--- src/rtl/esc_pkg.sv ---
// ----------------------------------------------------------------------------
// esc_pkg
// Types and constants shared by the calendar converter controller and datapath.
// ----------------------------------------------------------------------------
package esc_pkg;

  localparam int unsigned SECS_PER_DAY  = 86400;
  localparam int unsigned SECS_PER_HOUR = 3600;
  localparam int unsigned SECS_PER_MIN  = 60;
  localparam int unsigned DAYS_PER_QUAD = (365 * 4) + 1;
  localparam int unsigned DAYS_PER_YEAR = 365;

  localparam int unsigned DAYS_1900_TO_1970 = (70 * 365) + 18;
  localparam int unsigned DAYS_JAN_FEB      = 31 + 28;
  localparam int unsigned DAYS_LEAP_YEAR    = 366;
  localparam int unsigned BASE_YEAR         = 1900;

  // floor(2^32 / d): the quotient estimate is low by at most one
  localparam longint unsigned RCP_ONE = 64'h1_0000_0000;
  localparam logic [31:0] RCP_DAY  = 32'(RCP_ONE / SECS_PER_DAY);
  localparam logic [31:0] RCP_HOUR = 32'(RCP_ONE / SECS_PER_HOUR);
  localparam logic [31:0] RCP_MIN  = 32'(RCP_ONE / SECS_PER_MIN);
  localparam logic [31:0] RCP_QUAD = 32'(RCP_ONE / DAYS_PER_QUAD);
  localparam logic [31:0] RCP_YEAR = 32'(RCP_ONE / DAYS_PER_YEAR);

  // first day of each month in a leap year
  function automatic logic [8:0] month_start(input logic [3:0] idx);
    logic [8:0] s;
    case (idx)
      4'd0:    s = 9'd0;
      4'd1:    s = 9'd31;
      4'd2:    s = 9'd60;
      4'd3:    s = 9'd91;
      4'd4:    s = 9'd121;
      4'd5:    s = 9'd152;
      4'd6:    s = 9'd182;
      4'd7:    s = 9'd213;
      4'd8:    s = 9'd244;
      4'd9:    s = 9'd274;
      4'd10:   s = 9'd305;
      4'd11:   s = 9'd335;
      default: s = 9'd0;
    endcase
    return s;
  endfunction

  typedef enum logic [2:0] {
    SEL_DAYS,
    SEL_HOUR,
    SEL_MIN,
    SEL_QUAD,
    SEL_YEAR
  } div_sel_t;

  typedef enum logic [1:0] {
    PH_IDLE,
    PH_MUL,
    PH_SUB,
    PH_FIX
  } div_phase_t;

  typedef struct packed {
    logic       load;
    div_sel_t   sel;
    div_phase_t ph;
    logic       fin;
  } esc_cmd_t;

endpackage

--- src/rtl/epoch_seconds_to_calendar.sv ---
// ----------------------------------------------------------------------------
// epoch_seconds_to_calendar: seconds since 1970 to date, four-year leap rule
// Each accepted input runs five constant divisions (multiply, subtract, fix steps),
// then goes to the result register; input is refused until idle, and a stalled result holds the sequencer.
// Reset (synchronous, active high) clears the sequencer and result valid.
// ----------------------------------------------------------------------------
module epoch_seconds_to_calendar import esc_pkg::*; (
  input  logic        clk,
  input  logic        rst,
  input  logic        epoch_valid,
  output logic        epoch_stall,
  input  logic [31:0] epoch_seconds,
  output logic        cal_valid,
  input  logic        cal_stall,
  output logic [5:0]  second,
  output logic [5:0]  minute,
  output logic [4:0]  hour,
  output logic [2:0]  weekday,
  output logic [11:0] year,
  output logic [3:0]  month,
  output logic [4:0]  day_of_month
);

  esc_cmd_t cmd;

  esc_ctrl u_ctrl (
    .clk         (clk),
    .rst         (rst),
    .epoch_valid (epoch_valid),
    .epoch_stall (epoch_stall),
    .cal_valid   (cal_valid),
    .cal_stall   (cal_stall),
    .cmd         (cmd)
  );

  esc_dp u_dp (
    .clk           (clk),
    .cmd           (cmd),
    .epoch_seconds (epoch_seconds),
    .second        (second),
    .minute        (minute),
    .hour          (hour),
    .weekday       (weekday),
    .year          (year),
    .month         (month),
    .day_of_month  (day_of_month)
  );

endmodule

--- src/rtl/esc_ctrl.sv ---
// ----------------------------------------------------------------------------
// esc_ctrl
// Sequencer for the calendar converter: runs the chain of constant divisions,
// three steps each, and hands the finished item to the output register.
// ----------------------------------------------------------------------------
module esc_ctrl import esc_pkg::*; (
  input  logic     clk,
  input  logic     rst,
  input  logic     epoch_valid,
  output logic     epoch_stall,
  output logic     cal_valid,
  input  logic     cal_stall,
  output esc_cmd_t cmd
);

  typedef enum logic [6:0] {
    S_IDLE = 7'b0000001,
    S_DAYS = 7'b0000010,
    S_HOUR = 7'b0000100,
    S_MIN  = 7'b0001000,
    S_QUAD = 7'b0010000,
    S_YEAR = 7'b0100000,
    S_FIN  = 7'b1000000
  } state_t;

  state_t     state, state_next;
  div_phase_t ph, ph_next, ph_adv;

  assign epoch_stall = rst || (state != S_IDLE);

  always_comb begin
    case (ph)
      PH_MUL:  ph_adv = PH_SUB;
      PH_SUB:  ph_adv = PH_FIX;
      default: ph_adv = PH_MUL;
    endcase
  end

  always_comb begin
    state_next = state;
    ph_next    = ph;
    cmd        = '{load: 1'b0, sel: SEL_DAYS, ph: PH_IDLE, fin: 1'b0};
    case (state)
      S_IDLE: begin
        if (epoch_valid) begin
          cmd.load   = 1'b1;
          ph_next    = PH_MUL;
          state_next = S_DAYS;
        end
      end
      S_DAYS: begin
        cmd.sel = SEL_DAYS;
        cmd.ph  = ph;
        ph_next = ph_adv;
        if (ph == PH_FIX) state_next = S_HOUR;
      end
      S_HOUR: begin
        cmd.sel = SEL_HOUR;
        cmd.ph  = ph;
        ph_next = ph_adv;
        if (ph == PH_FIX) state_next = S_MIN;
      end
      S_MIN: begin
        cmd.sel = SEL_MIN;
        cmd.ph  = ph;
        ph_next = ph_adv;
        if (ph == PH_FIX) state_next = S_QUAD;
      end
      S_QUAD: begin
        cmd.sel = SEL_QUAD;
        cmd.ph  = ph;
        ph_next = ph_adv;
        if (ph == PH_FIX) state_next = S_YEAR;
      end
      S_YEAR: begin
        cmd.sel = SEL_YEAR;
        cmd.ph  = ph;
        ph_next = ph_adv;
        if (ph == PH_FIX) begin
          ph_next    = PH_IDLE;
          state_next = S_FIN;
        end
      end
      S_FIN: begin
        if (!cal_valid || !cal_stall) begin
          cmd.fin    = 1'b1;
          state_next = S_IDLE;
        end
      end
      default: begin
        ph_next    = PH_IDLE;
        state_next = S_IDLE;
      end
    endcase
  end

  always_ff @(posedge clk) begin
    if (rst) begin
      state     <= S_IDLE;
      ph        <= PH_IDLE;
      cal_valid <= 1'b0;
    end else begin
      state <= state_next;
      ph    <= ph_next;
      if (cmd.fin) begin
        cal_valid <= 1'b1;
      end else if (!cal_stall) begin
        cal_valid <= 1'b0;
      end
    end
  end

endmodule

--- src/rtl/esc_dp.sv ---
// ----------------------------------------------------------------------------
// esc_dp
// Datapath for the calendar converter: one shared reciprocal-multiply divider
// by constant divisors, weekday fold, month lookup and the output register.
// ----------------------------------------------------------------------------
module esc_dp import esc_pkg::*; (
  input  logic        clk,
  input  esc_cmd_t    cmd,
  input  logic [31:0] epoch_seconds,
  output logic [5:0]  second,
  output logic [5:0]  minute,
  output logic [4:0]  hour,
  output logic [2:0]  weekday,
  output logic [11:0] year,
  output logic [3:0]  month,
  output logic [4:0]  day_of_month
);

  function automatic logic [2:0] mod7(input logic [16:0] v);
    logic [17:0] w;
    logic [5:0]  s1;
    logic [3:0]  s2;
    w  = {1'b0, v};
    s1 = 6'(w[2:0]) + 6'(w[5:3]) + 6'(w[8:6]) + 6'(w[11:9])
       + 6'(w[14:12]) + 6'(w[17:15]);
    s2 = 4'(s1[5:3]) + 4'(s1[2:0]);
    return (s2 >= 4'd7) ? 3'(s2 - 4'd7) : s2[2:0];
  endfunction

  logic [31:0] dvd, quo, rem;
  logic [15:0] days;
  logic [4:0]  hour_r;
  logic [5:0]  min_r, sec_r;
  logic [2:0]  wday_r;
  logic [5:0]  quad_r;
  logic        long_r;
  logic [1:0]  yoff;
  logic [8:0]  doy;

  logic [31:0] div_k, rcp_k;
  logic [63:0] prod;
  logic        fix_up;
  logic [31:0] q_fix, r_fix;
  logic [16:0] dnum;
  logic        long_yr;

  always_comb begin
    case (cmd.sel)
      SEL_DAYS: begin
        div_k = 32'(SECS_PER_DAY);
        rcp_k = RCP_DAY;
      end
      SEL_HOUR: begin
        div_k = 32'(SECS_PER_HOUR);
        rcp_k = RCP_HOUR;
      end
      SEL_MIN: begin
        div_k = 32'(SECS_PER_MIN);
        rcp_k = RCP_MIN;
      end
      SEL_QUAD: begin
        div_k = 32'(DAYS_PER_QUAD);
        rcp_k = RCP_QUAD;
      end
      SEL_YEAR: begin
        div_k = 32'(DAYS_PER_YEAR);
        rcp_k = RCP_YEAR;
      end
      default: begin
        div_k = 32'(SECS_PER_DAY);
        rcp_k = RCP_DAY;
      end
    endcase
  end

  assign prod    = 64'(dvd) * 64'(rcp_k);
  assign fix_up  = (rem >= div_k);
  assign q_fix   = fix_up ? (quo + 32'd1) : quo;
  assign r_fix   = fix_up ? (rem - div_k) : rem;
  assign dnum    = 17'(days) + 17'(DAYS_1900_TO_1970);
  assign long_yr = (r_fix >= 32'(DAYS_LEAP_YEAR));

  // day of year to month and day
  logic [8:0]  dy_adj, dom;
  logic [3:0]  mon_idx;

  always_comb begin
    dy_adj  = ((yoff != 2'd0) && (doy >= 9'(DAYS_JAN_FEB))) ? (doy + 9'd1) : doy;
    mon_idx = '0;
    for (int k = 1; k < 12; k++) begin
      if (dy_adj >= month_start(4'(k))) mon_idx = 4'(k);
    end
    dom = dy_adj - month_start(mon_idx);
  end

  always_ff @(posedge clk) begin
    case (cmd.ph)
      PH_MUL: begin
        quo <= prod[63:32];
      end
      PH_SUB: begin
        rem <= dvd - quo * div_k;
      end
      PH_FIX: begin
        case (cmd.sel)
          SEL_DAYS: begin
            days <= q_fix[15:0];
            dvd  <= r_fix;
          end
          SEL_HOUR: begin
            hour_r <= q_fix[4:0];
            dvd    <= r_fix;
          end
          SEL_MIN: begin
            min_r  <= q_fix[5:0];
            sec_r  <= r_fix[5:0];
            wday_r <= mod7(dnum);
            dvd    <= 32'(dnum);
          end
          SEL_QUAD: begin
            quad_r <= q_fix[5:0];
            long_r <= long_yr;
            dvd    <= long_yr ? (r_fix - 32'd1) : r_fix;
          end
          SEL_YEAR: begin
            // leap first year of the quad: the day count is already the day of year
            yoff <= long_r ? q_fix[1:0] : 2'd0;
            doy  <= long_r ? r_fix[8:0] : dvd[8:0];
          end
          default: begin
            dvd <= dvd;
          end
        endcase
      end
      default: begin
        if (cmd.load) dvd <= epoch_seconds;
      end
    endcase
    if (cmd.fin) begin
      second       <= sec_r;
      minute       <= min_r;
      hour         <= hour_r;
      weekday      <= wday_r;
      year         <= 12'(BASE_YEAR) + {4'd0, quad_r, yoff};
      month        <= mon_idx + 4'd1;
      day_of_month <= 5'(dom + 9'd1);
    end
  end

endmodule

--- config.mk ---
export PLATFORM = sky130hd
export DESIGN_NAME = epoch_seconds_to_calendar
export DESIGN_NICKNAME = d
export VERILOG_FILES = /design/src/rtl/esc_pkg.sv /design/src/rtl/epoch_seconds_to_calendar.sv /design/src/rtl/esc_ctrl.sv /design/src/rtl/esc_dp.sv
export SDC_FILE = /design/constraint.sdc
export NUM_CORES = 2
export LEC_CHECK = 0
export ABC_CLOCK_PERIOD_IN_PS = 25100
export BUFFER_PORTS_ARGS = -buffer_cell sky130_fd_sc_hd__buf_2
export CORE_UTILIZATION = 67
export DETAILED_ROUTE_END_ITERATION = 8
export GPL_TIMING_DRIVEN = 0
export PLACE_DENSITY = 0.8
export SETUP_SLACK_MARGIN = 0.3
export SLEW_MARGIN = 5
export SYNTH_ARGS = -nofsm -noshare
export SYNTH_HDL_FRONTEND = slang
export SYNTH_HIERARCHICAL = 1
export SYNTH_SLANG_ARGS = --single-unit
--- constraint.sdc ---
create_clock -name clk -period 25.1 [get_ports clk]
set_clock_uncertainty 0.1 [all_clocks]
set_input_delay 0 -clock clk [delete_from_list [all_inputs] [get_ports clk]]
set_output_delay 0 -clock clk [all_outputs]
set_load 0.1 [all_outputs]
After elaboration in Yosys (flattened, before gate mapping)
Memory sizes are Yosys's and may differ from the RTL's.
Cells that the tools add are included.

storage, ports and cells
  flip-flop bits (word level) = 196
  ROM bits = 144
  input port bits = 36
  output and inout bits = 43
  word-level logic and storage cells = 146
  memories kept = 1

operators by class
  $add $sub $neg = 17
  $mul = 2
  magnitude comparators = 15
  equal/unequal tests = 27
  multiplexer cells = 41
  bitwise gates (word level) = 2
  reduce and logical (&&, ||, !) cells = 19

memory list
  memory            depth  bits a word  read ports  clocked after memory_dff  wr ports  RTL line       source
  (name not given)  16     9            1           0                         0         esc_pkg.sv:29  case (idx)

operators by type and width
  cell                      count
  $pmux W27 S4              1
  $mux W32                  3
  $pmux W32 S3              1
  $pmux W17 S4              1
  $pmux W32 S2              1
  $mul A32 B27 Y59          1
  $mux W7                   7
  $pmux W7 S7               1
  $ge A9 B8 Y1 const B      4
  $ge A32 B17 Y1            1
  $ge A32 B9 Y1 const B     1
  $mul A27 B17 Y32          1
  $sub A32 B1 Y32 const B   1
  $sub A32 B17 Y32          1
  $sub A32 B32 Y32          1
  $ge A9 B9 Y1 const B      3
  $pmux W5 S5               1
  $add A6 B3 Y6             3
  $ge A9 B6 Y1 const B      2
  $ge A9 B7 Y1 const B      2
  $mux W9                   2
  $add A16 B15 Y17 const B  1
  $add A16 B1 Y16 const B   1
  $mux W16                  1
  43 further kinds          81

Depth between registers and ports, before layout
An unclocked memory read counts as a cell.

  depth in word-level cells = 18
  gate-level depth with buffers = 40
  gate-level depth less buffers = 37

By module
The synthesis kept the hierarchy.

modules (own cells, without submodules)
  module    times used  cells each  area an instance (sq um)
  esc_dp    1           5152        46798.6
  esc_ctrl  1           87          708.2

Worst setup path after synthesis
Ideal clock, no wire load.

  path type = register to register
  from = reg u_ctrl.state[6]
  to = reg, netlist name u_dp/quo[27]
  library setup time = 259 ps
  data arrival time = 9396 ps
  data required time = 24741 ps
  path slack = 15345 ps
  cell stages (with the launch flop) = 40
  buffers on the path = 4
  period minus slack after synthesis = 9755 ps
  cell sequence = dfxtp_1 -> buf_6 -> or2_4 -> or4_4 -> a21oi_1 -> clkbuf_1 -> clkinv_1 -> nor2_1 -> inv_1 -> nor2_1 -> clkinv_1 -> nand2_1 -> clkbuf_1 -> buf_1 -> nor2_1 -> fa_1 -> inv_1 -> fa_1 -> (+4 left out) -> inv_1 -> fa_1 -> fa_1 -> inv_1 -> fa_1 -> inv_1 -> ha_1 -> a21o_1 -> a21o_1 -> a221oi_1 -> a2bb2oi_1 -> o31ai_1 -> a31oi_1 -> o31ai_1 -> a21o_1 -> a31o_2 -> a21oi_1 -> xnor2_1

RTL lines
  what                    RTL line         source
  from (decl)             esc_ctrl.sv:26   state_t state, state_next;
  from (signal assigned)  esc_ctrl.sv:103  state <= state_next;

==> results.json <==
{
  "critPathArrivalTime_ns": 14.79,
  "fp.dieArea_um2": 72000,
  "htreeDepth": 4,
  "cts_made_buffers": 17,
  "vias": 38500,
  "wl_met1_um": 58100,
  "synth.top_cells.by_area": "fa_1, ha_1, edfxtp_1, inv_1, nand2_1",
  "drt_iter0_markers": 5314,
  "synth_top_area_cell": "fa_1",
  "antenna_found_initial": 9,
  "track_usage_pct": 46.0,
  "ios": 79,
  "cts.path.max_buffers": 2,
  "synthFlopType": "edfxtp_1",
  "r2r_setup_slack_ns": 10.42,
  "max_stage_delay_ns": 0.93,
  "final_layout_size_suffix_gt1_share_pct": 3.38,
  "r2r-start": "u_ctrl/state[6]",
  "p_leak_nw": 26.2,
  "syn_inst": 5239,
  "dp.final_hpwl_um": 134000,
  "met2_length_um": 67200,
  "synth_nets": 6661,
  "crit_type": "register to register",
  "slowest_stage": "o31ai_1",
  "finalWirelength_um": 159000,
  "ys_seq_elements": 198,
  "start_util_pct": 67.7,
  "design_area_um2": 50200,
  "synthDistinctLibCells": 92,
  "gr-total-overflow": 0,
  "rsz0062_at_grt": "no",
  "whs_path_depth": 3,
  "ctsResizeCount": 0,
  "viasPerCell": 6.08,
  "path_common_cell": "fa_1",
  "fin_tns_setup_ns": 0,
  "port_buffers": 78,
  "synth_top_area_share_pct": 39.2,
  "max_freq_mhz": 68.1,
  "slew_violations": 0,
  "tightest_slew_ns": 1.45,
  "finalSetupViolCount": 0,
  "gp_congestion": 1.10,
  "grt_pass1_wl_um": 239000,
  "path_clk_slew_ns": 0.09,
  "grt_pass1_vias": 39000,
  "syn-mean-instance-area_um2": 9.07,
  "cp_max_fo": 10,
  "rows": 97,
  "min_from": "rst",
  "die_h_um": 268,
  "pwr_density_cell_nw_per_um2": 73.5,
  "r2r_end": "u_dp/quo[21]",
  "synth_area_um2": 47500,
  "status": "finished, final reports clean",
  "clock_latency_ns": 0.47,
  "die_w_um": 268,
  "maxSlewHeadroom_pct": 3.51,
  "fillers": 5575,
  "clockRootBuffer": "clkbuf_16",
  "dr.max_layer_used": "met5",
  "period_minus_slack_ns": 14.68,
  "synth_warnings": 6,
  "cts_tree": "done",
  "drc_errors": 0,
  "whs_endpoint": "u_ctrl/state[5]",
  "hold_path_class": "input pin to register",
  "core_um2": 70100,
  "finalHoldViolCount": 0,
  "maxCapViolCount": 0,
  "crit_required_ns": 25.22,
  "hold_ws_ns": 0.222,
  "vdd_ir_drop_max_mv": 0.300,
  "min_period_over_period_pct": 58.5,
  "dr.pass1.iters": 7,
  "ant_nets": 0,
  "synth_edf_count": 188,
  "cp-start-kind": "register",
  "crit_path_end_kind": "register",
  "placed_cell_area_um2": 49200,
  "async_reset_ff_share_pct": 0,
  "synth_seq_area_share_pct": 12.3,
  "final_nets": 6801,
  "avgRoutedWirePerCell_um": 25.1,
  "met3WireLength_um": 21600,
  "ff2ff_path_depth": 36,
  "grt_max_degree": 32,
  "cts_sinks": 198,
  "syn_to_final_growth_pct": 5.71
}
placed cells by master, fill, tap and decap left out, types with 19 or more instances in the layout:
cell,netlist,final
a21o_1,63,63
a31oi_1,31,31
inv_1,1368,1368
nor3_1,46,45
a21oi_1,170,169
nand3_1,51,51
o21bai_1,19,19
nand2_1,501,501
and2_1,104,104
buf_1,23,23
ha_1,456,454
o21ai_0,93,93
clkbuf_1,192,190
nor2_1,384,383
xnor2_1,120,120
nand2b_1,23,23
edfxtp_1,188,188
xor2_1,50,50
fa_1,930,930
buf_2,9,87
and3_1,72,72
dlygate4sd3_1,0,36
Yosys cell counts (19+ instances only):
cell type	number
nor3_1	46
nand3_1	51
clkbuf_1	192
ha_1	456
and3_1	72
o21ai_0	93
a21o_1	63
nor2_1	384
and2_1	104
a21oi_1	170
nand2_1	501
buf_1	23
nand2b_1	23
inv_1	1368
xnor2_1	120
edfxtp_1	188
a31oi_1	31
o21bai_1	19
xor2_1	50
fa_1	930
report_power, final:
part / switching (W) / internal (W) / total (W) / leakage (nW)
Sequential: 0.00000827 / 0.000455 / 0.000463 / 1.78
Clock: 0.000161 / 0.000137 / 0.000299 / 0.302
Combinational: 0.00184 / 0.00108 / 0.00293 / 24.1
Total: 0.00201 / 0.00168 / 0.00369 / 26.2
area by class of cell:
type,instances,area (um^2),share of cell area [%]
clock buffers,17,425,0.847
flip-flops and latches,198,5850,11.6
repair buffers,121,866,1.72
clock inverters,15,200,0.399
multi-input cells,3434,35600,70.9
inverters,1379,5180,10.3
well taps,940,1180,2.34
plain buffers,228,896,1.78
diodes,3,7.51,0.0149
cell families (layout without fill, tap and decap cells):
| family | count (synthesis) | in the layout | synth area share (%) |
|---|---|---|---|
| fa+ha+maj | 1386 | 1386 | 51.2 |
| simple gates | 1297 | 1297 | 12.4 |
| xor+xnor | 170 | 170 | 3.13 |
| flops | 198 | 198 | 12.3 |
| compound gates | 563 | 563 | 7.78 |
| other cells | 1 | 4 | 0.00789 |
| buf+inv | 1607 | 1760 | 12.8 |
| mux | 17 | 17 | 0.366 |
through the flow:
stage          setup WS [ns]  instances  power (W)  utilization, %
2_1_floorplan          15.34       5239    0.00238               -
3_3_place_gp           11.11       6257    0.00321            70.0
3_5_place_dp           10.92       6263    0.00332            70.2
4_1_cts                10.88       6331    0.00363            71.6
5_1_grt                10.27       6332    0.00403            71.6
6_report               10.42       6335    0.00369            71.6
critical path: cells and delay by family (launching register included):
family	cells	cell delay (ns)
compound gates	8	3.92
buf+inv	11	3.77
fa+ha+maj	8	3.61
simple gates	8	2.52
flops	1	0.32
xor+xnor	1	0.15
layer usage:
metal / up-vias / track usage (%)
li1: 16300 / -
met1: 18800 / 60.2
met2: 2756 / 67.9
met3: 663 / 13.9
met4: 16 / 27.5
met5: - / 0
registers in the layout, summed over array words and instances (netlist names), 4 cells and up:
signal             flops
u_ctrl/state           7
u_dp/day_of_month      5
u_dp/days             16
u_dp/doy               9
u_dp/dvd              32
u_dp/hour              5
u_dp/hour_r            5
u_dp/min_r             6
u_dp/minute            6
u_dp/month             4
u_dp/quad_r            6
u_dp/quo              29
u_dp/rem              32
u_dp/sec_r             6
u_dp/second            6
u_dp/year             12
worst max path at each step:
stage                     depth (start not counted)            start           end
after floorplan                                  39  u_ctrl/state[6]  u_dp/quo[27]
after global placement                           36  u_ctrl/state[6]  u_dp/quo[21]
after detailed placement                         36  u_ctrl/state[6]  u_dp/quo[21]
after CTS                                        36  u_ctrl/state[6]  u_dp/quo[21]
after global routing                             36  u_ctrl/state[6]  u_dp/quo[21]
final                                            36  u_ctrl/state[6]  u_dp/quo[21]
timing repair:
action / 4_1_cts / 5_1_grt
endpoints found under the hold margin: 51 / 0
hold buffers: 36 / 0
setup buffers: 0 / 0
(Power assumes the default switching activity.)
